--- src/hdl/nmbox_pkg.sv ---
// ----------------------------------------------------------------------------
// nmbox_pkg
// Shared types and constants of the nibble mailbox between two CPUs.
// ----------------------------------------------------------------------------
`timescale 1ns / 1ps
`default_nettype none

package nmbox_pkg;

  // bus access codes carried on in_tuser
  typedef enum logic [2:0] {
    OP_MAIN_MODE_WR = 3'd0,
    OP_MAIN_DATA_WR = 3'd1,
    OP_MAIN_DATA_RD = 3'd2,
    OP_SND_MODE_WR  = 3'd3,
    OP_SND_DATA_WR  = 3'd4,
    OP_SND_DATA_RD  = 3'd5,
    OP_SND_IRQ_REQ  = 3'd6
  } op_t;

  localparam int unsigned OP_W   = 3;
  localparam int unsigned DATA_W = 8;
  localparam int unsigned NIB_W  = 4;
  localparam int unsigned STAT_W = 3;
  localparam int unsigned CNT_W  = 2;
  localparam int unsigned OUT_W  = 8;

  // transfer counter values
  localparam logic [CNT_W-1:0] CNT_ZERO = 2'd0;
  localparam logic [CNT_W-1:0] CNT_ONE  = 2'd1;
  localparam logic [CNT_W-1:0] CNT_TWO  = 2'd2;

  // status bit masks
  localparam logic [STAT_W-1:0] STAT_M2S      = 3'b001; // main sent byte
  localparam logic [STAT_W-1:0] STAT_S2M      = 3'b100; // sound sent byte
  localparam logic [STAT_W-1:0] STAT_CLR_S2M  = 3'b011;
  localparam logic [STAT_W-1:0] STAT_CLR_M2S  = 3'b110;

  // one-nibble control commands from the main side
  localparam logic [NIB_W-1:0] CMD_HALT    = 4'h0;
  localparam logic [NIB_W-1:0] CMD_RELEASE = 4'h1;

  // nmi enable patterns in sound mode bits 1-0
  localparam logic [1:0] NMI_EN_CLR = 2'b01;
  localparam logic [1:0] NMI_EN_SET = 2'b10;

  // one result of the mailbox
  typedef struct packed {
    logic             sound_release;
    logic             sound_halt;
    logic             sound_nmi;
    logic             sound_irq;
    logic [NIB_W-1:0] read_data;
  } result_t;

endpackage

`default_nettype wire

--- src/hdl/nibble_mailbox_between_two_cpus_core.sv ---
// ----------------------------------------------------------------------------
// nibble_mailbox_between_two_cpus_core
// Two-sided nibble mailbox between a main CPU and a sound CPU, with
// control pulses and interrupt delivery towards the sound CPU.
// ----------------------------------------------------------------------------
//  channel  | dir | tdata (low bit up)                          | tuser
//  ---------+-----+---------------------------------------------+---------
//  in_      | in  | data[7:0]                                   | op[2:0]
//  out_     | out | read_data[3:0], irq, nmi, halt, release     | -
//
//  each request goes from acceptance into the input register, then through
//  the update logic into the result register
//  one request is accepted every cycle while the result side takes them
//  synchronous active-low reset clears all mailbox state and the valid flags of both stages
//  a stalled result holds the input register; in_tready then follows
//  out_tready combinationally
// ----------------------------------------------------------------------------
`timescale 1ns / 1ps
`default_nettype none

module nibble_mailbox_between_two_cpus_core (
  input  wire logic                                clk,
  input  wire logic                                rst_n,
  input  wire logic                                in_tvalid,
  output logic                                     in_tready,
  input  wire logic [nmbox_pkg::DATA_W-1:0]        in_tdata,  // data[7:0]
  input  wire logic [nmbox_pkg::OP_W-1:0]          in_tuser,  // op[2:0]
  output logic                                     out_tvalid,
  input  wire logic                                out_tready,
  // read_data[3:0], sound_irq, sound_nmi, sound_halt, sound_release
  output logic [nmbox_pkg::OUT_W-1:0]              out_tdata
);

  // input register
  logic                             s1_valid_r;
  logic                             s1_valid_nxt;
  nmbox_pkg::op_t                   s1_op_r;
  logic [nmbox_pkg::DATA_W-1:0]     s1_data_r;

  // result register
  logic                             out_valid_r;
  logic                             out_valid_nxt;
  nmbox_pkg::result_t               res_r;
  nmbox_pkg::result_t               res_nxt;

  // mailbox state
  logic [nmbox_pkg::STAT_W-1:0]     status_r,       status_nxt;
  logic                             nmi_en_r,       nmi_en_nxt;
  logic                             irq_pend_r,     irq_pend_nxt;
  logic                             nmi_pend_r,     nmi_pend_nxt;
  logic [nmbox_pkg::CNT_W-1:0]      main_cnt_r,     main_cnt_nxt;
  logic                             main_two_r,     main_two_nxt;
  logic [nmbox_pkg::NIB_W-1:0]      main_low_r,     main_low_nxt;
  logic [nmbox_pkg::CNT_W-1:0]      snd_cnt_r,      snd_cnt_nxt;
  logic                             snd_two_r,      snd_two_nxt;
  logic [nmbox_pkg::NIB_W-1:0]      snd_low_r,      snd_low_nxt;
  logic [nmbox_pkg::DATA_W-1:0]     cmd_byte_r,     cmd_byte_nxt;
  logic [nmbox_pkg::DATA_W-1:0]     reply_byte_r,   reply_byte_nxt;
  logic [nmbox_pkg::NIB_W-1:0]      snd_last_r,     snd_last_nxt;

  logic                             s1_advance;
  logic                             in_accept;
  logic [nmbox_pkg::NIB_W-1:0]      nib;
  logic [nmbox_pkg::CNT_W-1:0]      cnt_dec;
  logic                             deliver;

  // handshake
  assign s1_advance = s1_valid_r && (!out_valid_r || out_tready);
  assign in_tready  = !s1_valid_r || s1_advance;
  assign in_accept  = in_tvalid && in_tready;
  assign out_tvalid = out_valid_r;
  assign out_tdata  = res_r;

  assign nib = s1_data_r[nmbox_pkg::NIB_W-1:0];

  // stage valid flags
  always_comb begin
    s1_valid_nxt = s1_valid_r;
    if (in_accept) begin
      s1_valid_nxt = 1'b1;
    end else if (s1_advance) begin
      s1_valid_nxt = 1'b0;
    end
    out_valid_nxt = out_valid_r;
    if (s1_advance) begin
      out_valid_nxt = 1'b1;
    end else if (out_tready) begin
      out_valid_nxt = 1'b0;
    end
  end

  // mailbox update for the request in the input register
  always_comb begin
    status_nxt     = status_r;
    nmi_en_nxt     = nmi_en_r;
    irq_pend_nxt   = irq_pend_r;
    nmi_pend_nxt   = nmi_pend_r;
    main_cnt_nxt   = main_cnt_r;
    main_two_nxt   = main_two_r;
    main_low_nxt   = main_low_r;
    snd_cnt_nxt    = snd_cnt_r;
    snd_two_nxt    = snd_two_r;
    snd_low_nxt    = snd_low_r;
    cmd_byte_nxt   = cmd_byte_r;
    reply_byte_nxt = reply_byte_r;
    snd_last_nxt   = snd_last_r;
    res_nxt        = '0;
    cnt_dec        = nmbox_pkg::CNT_ZERO;
    deliver        = 1'b0;

    case (s1_op_r)
      nmbox_pkg::OP_MAIN_MODE_WR: begin
        main_two_nxt = !s1_data_r[2];
        main_cnt_nxt = s1_data_r[2] ? nmbox_pkg::CNT_ONE : nmbox_pkg::CNT_TWO;
        main_low_nxt = '0;
      end
      nmbox_pkg::OP_MAIN_DATA_WR: begin
        if (main_cnt_r != nmbox_pkg::CNT_ZERO) begin
          if (main_cnt_r == nmbox_pkg::CNT_TWO) begin
            main_low_nxt = nib;
          end
          cnt_dec      = main_cnt_r - nmbox_pkg::CNT_ONE;
          main_cnt_nxt = cnt_dec;
          if (cnt_dec == nmbox_pkg::CNT_ZERO) begin
            if (main_two_r) begin
              cmd_byte_nxt = {nib, main_low_r};
              status_nxt   = status_r | nmbox_pkg::STAT_M2S;
              nmi_pend_nxt = 1'b1;
            end else begin
              res_nxt.sound_halt    = (nib == nmbox_pkg::CMD_HALT);
              res_nxt.sound_release = (nib == nmbox_pkg::CMD_RELEASE);
              main_cnt_nxt          = nmbox_pkg::CNT_ONE;
            end
          end
        end
      end
      nmbox_pkg::OP_MAIN_DATA_RD: begin
        if (main_two_r) begin
          // counter saturates at zero
          if (main_cnt_r != nmbox_pkg::CNT_ZERO) begin
            cnt_dec = main_cnt_r - nmbox_pkg::CNT_ONE;
          end
          main_cnt_nxt = cnt_dec;
          status_nxt   = status_r & nmbox_pkg::STAT_CLR_S2M;
          res_nxt.read_data = (cnt_dec == nmbox_pkg::CNT_ONE) ?
                              reply_byte_r[3:0] : reply_byte_r[7:4];
        end else begin
          res_nxt.read_data = {1'b0, status_r};
        end
      end
      nmbox_pkg::OP_SND_MODE_WR: begin
        snd_two_nxt = !s1_data_r[2];
        snd_cnt_nxt = s1_data_r[2] ? nmbox_pkg::CNT_ONE : nmbox_pkg::CNT_TWO;
        snd_low_nxt = '0;
        if (s1_data_r[1:0] == nmbox_pkg::NMI_EN_CLR) begin
          nmi_en_nxt = 1'b0;
        end else if (s1_data_r[1:0] == nmbox_pkg::NMI_EN_SET) begin
          nmi_en_nxt = 1'b1;
        end
      end
      nmbox_pkg::OP_SND_DATA_WR: begin
        deliver = 1'b1;
        if (snd_cnt_r != nmbox_pkg::CNT_ZERO) begin
          if (snd_cnt_r == nmbox_pkg::CNT_TWO) begin
            snd_low_nxt = nib;
          end
          cnt_dec     = snd_cnt_r - nmbox_pkg::CNT_ONE;
          snd_cnt_nxt = cnt_dec;
          if (cnt_dec == nmbox_pkg::CNT_ZERO && snd_two_r) begin
            reply_byte_nxt = {nib, snd_low_r};
            status_nxt     = status_r | nmbox_pkg::STAT_S2M;
          end
        end
      end
      nmbox_pkg::OP_SND_DATA_RD: begin
        deliver = 1'b1;
        if (snd_cnt_r != nmbox_pkg::CNT_ZERO) begin
          if (!snd_two_r) begin
            snd_last_nxt = {1'b0, status_r};
          end else if (snd_cnt_r == nmbox_pkg::CNT_TWO) begin
            snd_last_nxt = cmd_byte_r[3:0];
          end else begin
            snd_last_nxt = cmd_byte_r[7:4];
            status_nxt   = status_r & nmbox_pkg::STAT_CLR_M2S;
          end
          snd_cnt_nxt = snd_cnt_r - nmbox_pkg::CNT_ONE;
        end
        res_nxt.read_data = snd_last_nxt;
      end
      nmbox_pkg::OP_SND_IRQ_REQ: begin
        irq_pend_nxt = 1'b1;
      end
      default: begin
      end
    endcase

    // interrupt delivery on sound-side data access
    if (deliver) begin
      if (irq_pend_r) begin
        res_nxt.sound_irq = 1'b1;
        irq_pend_nxt      = 1'b0;
      end
      if (nmi_pend_nxt && nmi_en_r) begin
        res_nxt.sound_nmi = 1'b1;
        nmi_pend_nxt      = 1'b0;
      end
    end
  end

  // control registers
  always_ff @(posedge clk) begin
    if (!rst_n) begin
      s1_valid_r   <= 1'b0;
      out_valid_r  <= 1'b0;
      status_r     <= '0;
      nmi_en_r     <= 1'b0;
      irq_pend_r   <= 1'b0;
      nmi_pend_r   <= 1'b0;
      main_cnt_r   <= nmbox_pkg::CNT_ZERO;
      main_two_r   <= 1'b0;
      main_low_r   <= '0;
      snd_cnt_r    <= nmbox_pkg::CNT_ZERO;
      snd_two_r    <= 1'b0;
      snd_low_r    <= '0;
      cmd_byte_r   <= '0;
      reply_byte_r <= '0;
      snd_last_r   <= '0;
    end else begin
      s1_valid_r  <= s1_valid_nxt;
      out_valid_r <= out_valid_nxt;
      if (s1_advance) begin
        status_r     <= status_nxt;
        nmi_en_r     <= nmi_en_nxt;
        irq_pend_r   <= irq_pend_nxt;
        nmi_pend_r   <= nmi_pend_nxt;
        main_cnt_r   <= main_cnt_nxt;
        main_two_r   <= main_two_nxt;
        main_low_r   <= main_low_nxt;
        snd_cnt_r    <= snd_cnt_nxt;
        snd_two_r    <= snd_two_nxt;
        snd_low_r    <= snd_low_nxt;
        cmd_byte_r   <= cmd_byte_nxt;
        reply_byte_r <= reply_byte_nxt;
        snd_last_r   <= snd_last_nxt;
      end
    end
  end

  // payload registers
  always_ff @(posedge clk) begin
    if (in_accept) begin
      s1_op_r   <= nmbox_pkg::op_t'(in_tuser);
      s1_data_r <= in_tdata;
    end
    if (s1_advance) begin
      res_r <= res_nxt;
    end
  end

  // status bit 1 is never set
  a_stat_bit1_zero: assert property (@(posedge clk) disable iff (!rst_n)
    !status_r[1])
    else $error("status bit 1 set");

  // main counter never reaches three
  a_main_cnt_range: assert property (@(posedge clk) disable iff (!rst_n)
    main_cnt_r != 2'd3)
    else $error("main transfer counter out of range");

  // halt and release pulses are exclusive
  a_halt_release_excl: assert property (@(posedge clk) disable iff (!rst_n)
    out_valid_r |-> !(res_r.sound_halt && res_r.sound_release))
    else $error("halt and release in one result");

  // an empty result register never blocks the input side
  a_ready_when_empty: assert property (@(posedge clk) disable iff (!rst_n)
    !out_valid_r |-> in_tready)
    else $error("input stalled with empty result register");

endmodule

`default_nettype wire
--- config.mk ---
export PLATFORM = sky130hd
export DESIGN_NAME = nibble_mailbox_between_two_cpus_core
export DESIGN_NICKNAME = d
export VERILOG_FILES = /design/src/hdl/nmbox_pkg.sv /design/src/hdl/nibble_mailbox_between_two_cpus_core.sv
export SDC_FILE = /design/constraint.sdc
export NUM_CORES = 1
export LEC_CHECK = 0
export BUFFER_PORTS_ARGS = -buffer_cell sky130_fd_sc_hd__buf_2
export CAP_MARGIN = 20
export CORE_MARGIN = 2
export CORE_UTILIZATION = 52
export CTS_BUF_LIST = sky130_fd_sc_hd__clkbuf_16
export DETAILED_ROUTE_END_ITERATION = 16
export PLACE_DENSITY = 0.74
export SLEW_MARGIN = 20
export SYNTH_ARGS = -nofsm -noshare
export SYNTH_HDL_FRONTEND = slang
export SYNTH_SLANG_ARGS = --single-unit
--- constraint.sdc ---
create_clock -name clk -period 1.7 [get_ports clk]
set_input_delay 0.085 -clock clk [delete_from_list [all_inputs] [get_ports clk]]
set_output_delay 0.085 -clock clk [all_outputs]
set_load 0.02 [all_outputs]
* Yosys cells after proc, flatten, opt, wreduce, memory -nomap -nowiden
Index checks and enable logic that the tools add are counted.
Cells by class: add/subtract/negate cells 2, equality and inequality tests 24, multiplexer cells 51, bitwise operators 6, reductions and logical operators 38
Operators with widths (number):
- $mux 4 | 9
- $mux 1 | 24
- $pmux 4 s2 | 3
- $ne 2x2->1 const B | 11
- $reduce_bool 2->1 | 10
- $mux 2 | 9
- $reduce_and 4->1 | 4
- $pmux 3 s4 | 1
- $reduce_and 10->1 | 1
- $eq 3x3->1 const B | 3
- $mux 3 | 3
- $reduce_and 7->1 | 1
- $eq 2x2->1 const B | 3
- $eq 3x2->1 const B | 2
- $not 1->1 | 6
- $pmux 2 s3 | 1
- $reduce_and 2->1 | 3
- $reduce_and 3->1 | 2
- $reduce_and 5->1 | 1
- $eq 2x1->1 const B | 2
- $eq 4x1->1 const B | 1
- $logic_and 1x1->1 | 4
- $logic_not 2->1 | 2
- $logic_not 4->1 | 1
- 10 further kinds | 14
Storage, ports and cells: register bits 56, bits of input ports 15, output and inout port bits 10, logic and storage cells 144

* Longest topological paths before layout
Gate-level depths: netlist (run 1).
word-level depth 8, depth in mapped cells 7

* Least setup slack after synthesis (run 1)
Ideal clock, no wire load.
kind register to register, start point register out_valid_r, in the netlist out_tvalid, end point register s1_data_r[0] (netlist bit), enable pin, data arrival time 1.452 ns, setup slack -0.024 ns, stages on the path, launching flop included 4, path buffers 0, cell sequence dfxtp_1 > nor2b_1 > nand2_1 > and2_1
On the way: word-level cells in the longest chain between the ends 5
RTL lines:
- from (decl) | line nibble_mailbox_between_two_cpus_core.sv:41 | logic out_valid_r;
- from (signal assigned) | line nibble_mailbox_between_two_cpus_core.sv:230 | out_valid_r <= out_valid_nxt;
- $logic_not 1->1 | line nibble_mailbox_between_two_cpus_core.sv:68 | assign s1_advance = s1_valid_r && (!out_valid_r || out_tready);
- $logic_or 1x1->1 | line nibble_mailbox_between_two_cpus_core.sv:68
- $logic_and 1x1->1 | line nibble_mailbox_between_two_cpus_core.sv:68
- $logic_or 1x1->1 | line nibble_mailbox_between_two_cpus_core.sv:69 | assign in_tready = !s1_valid_r || s1_advance;
- net in_tready | line nibble_mailbox_between_two_cpus_core.sv:25 | output logic in_tready,
- $logic_and 1x1->1 | line nibble_mailbox_between_two_cpus_core.sv:70 | assign in_accept = in_tvalid && in_tready;
- net in_accept | line nibble_mailbox_between_two_cpus_core.sv:62 | logic in_accept;
- to (signal assigned) | line nibble_mailbox_between_two_cpus_core.sv:253 | s1_data_r <= in_tdata;
- to (decl) | line nibble_mailbox_between_two_cpus_core.sv:38 | logic [nmbox_pkg::DATA_W-1:0] s1_data_r;
The timed path passes the listed nets, and every way through them passes these cells. A chain may end at the register's enable or synchronous reset.

* Final worst setup path (run 1)
start point register s1_op_r[2], end point register status_r[2] (netlist bit)
On the way: word-level cells in the longest chain between the ends 3
RTL lines:
- from (decl) | line nibble_mailbox_between_two_cpus_core.sv:37 | nmbox_pkg::op_t s1_op_r;
- from (signal assigned) | line nibble_mailbox_between_two_cpus_core.sv:252 | s1_op_r <= nmbox_pkg::op_t'(in_tuser);
- $eq 3x3->1, or another cell as far along | line nibble_mailbox_between_two_cpus_core.sv:111 | case (s1_op_r)
- $ne 2x2->1 (no line), or another cell as far along
- $reduce_and 7->1 (no line)
- to (signal assigned) | line nibble_mailbox_between_two_cpus_core.sv:232 | status_r <= status_nxt;
- to (decl) | line nibble_mailbox_between_two_cpus_core.sv:47 | logic [nmbox_pkg::STAT_W-1:0] status_r, status_nxt;
Parallel ways exist; a longest one is shown, timed or not.

==> results_dict.tcl, run 1 <==
set metrics [dict create \
    status "finished clean" \
    timing.rr.start "s1_op_r[2]" \
    yosys-top-cells-count "dfxtp_1, mux2i_1, nor2_1" \
    synth_top_area_share_pct 30.5 \
    slowest_stage "or4_1" \
    arrival_ns 1.80 \
    diodes 0 \
    layout.nets 325 \
    slowest_delay_ns 0.42 \
    ff2ff_path_depth 5 \
    path_clk_slew_ns 0.07 \
    post-route-period-util_pct 94.8 \
    final.min_clock_period_ns 1.61 \
    timing.hold.worst_endpoint "s1_valid_r" \
    io_pins 25 \
    ys_async_sr_fraction_pct 0 \
    ir_worst_vdd_mv 0.598 \
    num_vias 2050 \
    synth_cell_types 51 \
    portBuffers 20 \
    setup_violations 0 \
    synth_area_um2 2690 \
    leakage_nw 1.33 \
    die_w_um 76.0 \
    initial_core_util_pct 53.4 \
    numClockSinks 56 \
    via_per_inst 5.53 \
    worstSetupPathType "reg2reg" \
    root_buffer "clkbuf_16" \
    yosys.cell_count.top_type "dfxtp_1" \
    worstPathCellList "buf_4 -> nor2b_2 -> a32oi_1 -> or4_1 -> o211a_1" \
    cp-end-kind "flip-flop" \
    ys_top_cells_by_area "dfxtp_1, edfxtp_1, mux2i_1" \
    tritoncts "done" \
    min_path_cells 3 \
    hold_violations 0 \
    syn-instance-count 265 \
    final_util_pct 63.9 \
    num_rows 26 \
    grt_max_degree 20 \
    ys.flop_type "dfxtp_1" \
    hp-class "in2reg" \
    cts.path.max_buffers 2 \
    gp_congestion 0.858 \
    start_kind "flip-flop" \
    grt_pass1_wl_mm 9.49 \
    grt_pass1_vias 1929 \
    slew_headroom_pct 70.8 \
    wl_mm 5.75 \
    maxCapViolCount 0 \
    core_area_um2 5040 \
    drt_first_pass_iters 4 \
    dp_hpwl_mm 3.98 \
    timing.hold.ws_ns 0.00694 \
    seq_area_frac_synth_pct 47.2 \
    synth.avg_cell_area_um2 10.2 \
    place_area_um2 2960 \
    final_area_um2 3220 \
    grt_overflow 0 \
    dieArea_um2 5770 \
    hp-start "in_tvalid" \
    track_usage_pct 20.5 \
    wl_per_cell_um 15.5 \
    cts-htree-levels 2 \
    drc 0 \
    fillers 399 \
    clkLatencyLatePin_ns 0.30 \
    fp.dieH_um 76.0 \
    p_total_w 0.00267 \
    pwr_density_cell_nw_per_um2 828 \
    synth.largest_area_cell "dfxtp_1" \
    worstPathMaxFanout 14 \
    cts_inserted_buffers 5 \
    slew_violations 0 \
    drive_gt1_share_pct 22.3 \
    synth_edf_count 15 \
    rr_endpoint "status_r[2]" \
    yosys_warnings 0 \
    ant_nets 0 \
    ys_seq_elements 56 \
    antenna_found_initial 0 \
    syn_nets 290 \
    worst_pin_slew_ns 0.435 \
    critPathRequiredTime_ns 1.89 \
    rrSetupSlack_ns 0.09 \
    fmax_mhz 620 \
    area_delta_synth_final_pct 19.6 \
    skew_ns 0.00486 \
    drt_iter0_markers 190 \
]
-- state kept, by name, indices dropped and copies added (netlist names), 3 cells and up --
register      flops
snd_low_r         4
s1_op_r           3
cmd_byte_r        8
reply_byte_r      8
s1_data_r         4
out_tdata         8
main_low_r        4
snd_last_r        4
-- per-stage QoR --
| step | std cells | setup TNS (ns) | setup slack (ns) |
|---|---|---|---|
| after detailed placement | 355 | 0 | 0.00506 |
| final | 371 | 0 | 0.0880 |
| after floorplan | 265 | 0 | 0.0655 |
| after global placement | 355 | 0 | 0.0527 |
| after CTS | 370 | 0 | 0.0201 |
| after global routing | 371 | -0.0117 | -0.00435 |
-- layer usage --
metal  share of wire [%]  track usage [%]
met4                 1.4             6.55
met1                  45             28.3
met5                   0                0
met2                  49             33.6
met3                 5.3             2.86
-- report_power, final --
| group | internal (W) | switching (W) |
|---|---|---|
| combinational | 0.0000978 | 0.000133 |
| sequential | 0.00139 | 0.0000219 |
| clock | 0.000544 | 0.000475 |
| total | 0.00203 | 0.000631 |
-- area by class of cell --
| type | count | area [µm²] | area share (%) |
|---|---|---|---|
| sequential | 56 | 1280 | 39.6 |
| tap | 70 | 87.6 | 2.72 |
| inverter | 13 | 48.8 | 1.52 |
| timing repair buffer | 46 | 342 | 10.6 |
| multi-input combinational | 178 | 1320 | 41.0 |
| clock inverter | 3 | 20.0 | 0.622 |
| clock buffer | 5 | 125 | 3.89 |
-- critical path, delay by kind of cell (launching register included) --
family | cells | cell delay (ns)
simple gates | 2 | 0.67
flops | 1 | 0.34
compound gates | 2 | 0.28
buf+inv | 1 | 0.22
-- cell families (layout without fill, tap and decap cells) --
logic type	Yosys count	in the layout	synth area share, %
mux	32	32	12.0
fa+ha+maj	10	10	4.65
xor+xnor	1	1	0.325
flops	56	56	47.2
compound gates	47	47	12.4
buf+inv	31	67	5.07
simple gates	88	88	18.4
-- repair_timing --
| action | 4_1_cts | 5_1_grt |
|---|---|---|
| hold buffers | 7 | 0 |
| hold endpoints to repair | 7 | 0 |
| pin swaps | 0 | 3 |
| setup buffers | 0 | 1 |
| setup endpoints to repair | 3 | 20 |
| resized for setup | 3 | 9 |
| cloned | 0 | 0 |
-- worst max-delay path by stage --
| stage | end | from | depth (start not counted) |
|---|---|---|---|
| floorplan | reply_byte_r[6] | snd_cnt_r[0] | 7 |
| global placement | main_low_r[1] | main_cnt_r[0] | 6 |
| detailed placement | out_tdata[3] | snd_cnt_r[0] | 5 |
| CTS | status_r[2] | s1_op_r[1] | 5 |
| global route | out_tdata[1] | snd_cnt_r[0] | 5 |
| finish | status_r[2] | s1_op_r[2] | 5 |
-- cell usage in the layout (no fill, tap or decap), drive strengths merged, types with 6 or more instances in the layout --
cell,instances
ha,10
nor2,26
a21oi,14
o22ai,6
nand2,16
edfxtp,15
inv,14
nand3,7
dfxtp,41
dlygate4sd3,7
buf,39
mux2i,30
(Power assumes the default switching activity.)
==> run 2, diff against run 1 <==
PLACE_DENSITY = unset   (was 0.74)
PLACE_DENSITY_LB_ADDON = 0.05   (was unset)
==> run 2 against run 1 <==
  * Clock power up 4%
  * Clock skew about the same
  * Non-clock buffer count up 16
  * Routed wire length up 6.2%
  * Clock-buffer cell count unchanged
  * Register-to-register slack about the same
  * Critical path depth unchanged
  * Global-route usage up 1.9 points
  * Critical endpoint unchanged
  * Flip-flop and latch count unchanged
==> results_dict.tcl, run 2 (synthesis results as in run 1) <==
set metrics [dict create \
    pwr_density_cell_nw_per_um2 807 \
    core_area_um2 5040 \
    slew_violations 0 \
    final.min_clock_period_ns 1.61 \
    setup_tns_ns 0 \
    min_path_cells 3 \
    final_util_pct 67.2 \
    worst_pin_slew_ns 0.540 \
    drc 0 \
    fmax_mhz 623 \
    ff2ff_path_depth 5 \
    ir_worst_vdd_mv 0.652 \
    hold_violations 0 \
    hp-class "in2reg" \
    ant_nets 0 \
    num_rows 26 \
    cts.path.max_buffers 2 \
    antenna_found_initial 0 \
    leakage_nw 1.42 \
    wl_mm 6.11 \
    die_w_um 76.0 \
    io_pins 25 \
    grt_pass1_vias 2058 \
    fillers 405 \
    final_common_cell "dfxtp_1" \
    rr_endpoint "status_r[2]" \
    track_usage_pct 22.4 \
    path_clk_slew_ns 0.08 \
    wl_per_cell_um 15.8 \
    grt_overflow 0 \
    maxCapViolCount 0 \
    p_sw_w 0.000667 \
    cp-end-kind "flip-flop" \
    tritoncts "done" \
    timing.rr.start "s1_op_r[1]" \
    rrSetupSlack_ns 0.09 \
    multiInputGateArea_um2 1350 \
    num_vias 2060 \
    timing.hold.ws_ns 0.00962 \
    slew_headroom_pct 63.8 \
    sequentialPowerShare_pct 51.8 \
    diodes 0 \
    dp_hpwl_mm 4.27 \
    drt_first_pass_iters 4 \
    critPathRequiredTime_ns 1.89 \
    p_comb_share_pct 9.4 \
    cts-htree-levels 2 \
    setup_ws_ns 0.0949 \
    p_sw_share_pct 24.4 \
    area_delta_synth_final_pct 25.8 \
    p_int_w 0.00207 \
    drt_iter0_markers 100 \
    worstSetupPathType "reg2reg" \
    fp.dieH_um 76.0 \
    numClockSinks 56 \
    pre_cts_slack_ns 0.0202 \
    drive_gt1_share_pct 27.4 \
    clkLatencyLatePin_ns 0.29 \
    skew_ns 0.00487 \
    grt_pass1_wl_mm 10.2 \
    dieArea_um2 5770 \
    seq_area_um2 1270 \
    final_cell_mix "dfxtp_1, buf_4, mux2i_1" \
    initial_core_util_pct 53.4 \
    setup_violations 0 \
    status "finished clean" \
    start_kind "flip-flop" \
    cts_inserted_buffers 5 \
    timing.hold.worst_endpoint "s1_valid_r" \
    grt_max_degree 25 \
    worstPathMaxFanout 14 \
    via_per_inst 5.32 \
    root_buffer "clkbuf_16" \
    layout.nets 341 \
    hp-start "in_tvalid" \
    p_clk_share_pct 38.8 \
    arrival_ns 1.79 \
    gp_congestion 0.823 \
    post-route-period-util_pct 94.4 \
    portBuffers 20 \
]
## run 2: final cells by class
type / count / area share [%]
clock buffers: 5 / 3.69
clock inverters: 3 / 0.702
inverters: 13 / 1.44
multi-input cells: 178 / 39.8
flip-flops and latches: 56 / 37.6
well taps: 70 / 2.58
repair buffers: 62 / 14.3
## run 2: how the worst max path moves through the flow
stage,from,to,slack [ns],cells past startpoint
floorplan,snd_cnt_r[0],reply_byte_r[6],0.07,7
global placement,main_cnt_r[1],main_cnt_r[1],0.09,6
detailed placement,main_cnt_r[1],main_cnt_r[1],0.02,6
CTS,main_cnt_r[1],main_cnt_r[1],0.0009,6
global route,s1_op_r[2],cmd_byte_r[5],-0.10,6
finish,s1_op_r[1],status_r[2],0.09,5
## run 2: layer usage
layer / wire length, µm / up-vias / share of wire (%) / global-route usage (%)
met5: 0 / - / 0 / 0
met4: 82 / 0 / 1.3 / 6.91
met3: 146 / 10 / 2.4 / 4.29
met2: 2930 / 36 / 48 / 36.5
met1: 2950 / 969 / 48 / 30.3
li1: - / 1045 / - / -
## run 2: power by group through the flow
stage | Sequential [W] | Combinational [W] | Clock [W]
floorplan | 0.00145 | 0.000131 | 0
detailed placement | 0.00145 | 0.000227 | 0
global placement | 0.00145 | 0.000225 | 0
global route | 0.00142 | 0.000279 | 0.00114
finish | 0.00142 | 0.000257 | 0.00106
CTS | 0.00142 | 0.000240 | 0.00107
## run 2: metrics by stage
step	cell area, µm²	power, W	instances
after floorplan	2700	0.00158	265
after global placement	3080	0.00167	368
after detailed placement	3080	0.00168	368
after CTS	3300	0.00273	383
after global routing	3390	0.00284	387
final	3390	0.00273	387
## run 2: critical path, stage by stage, from the launching register on
cell      delay [ns]
edfxtp_1        0.42
buf_12          0.17
nor2b_1         0.21
a32oi_1         0.14
or4_1           0.41
o211a_1         0.14
## run 2: repair_timing
action                                 4_1_cts  5_1_grt
resized for setup                            0       14
buffers inserted                             0        4
endpoints found under the hold margin        7        0
hold buffers                                 7        0
setup endpoints to repair                    0       25
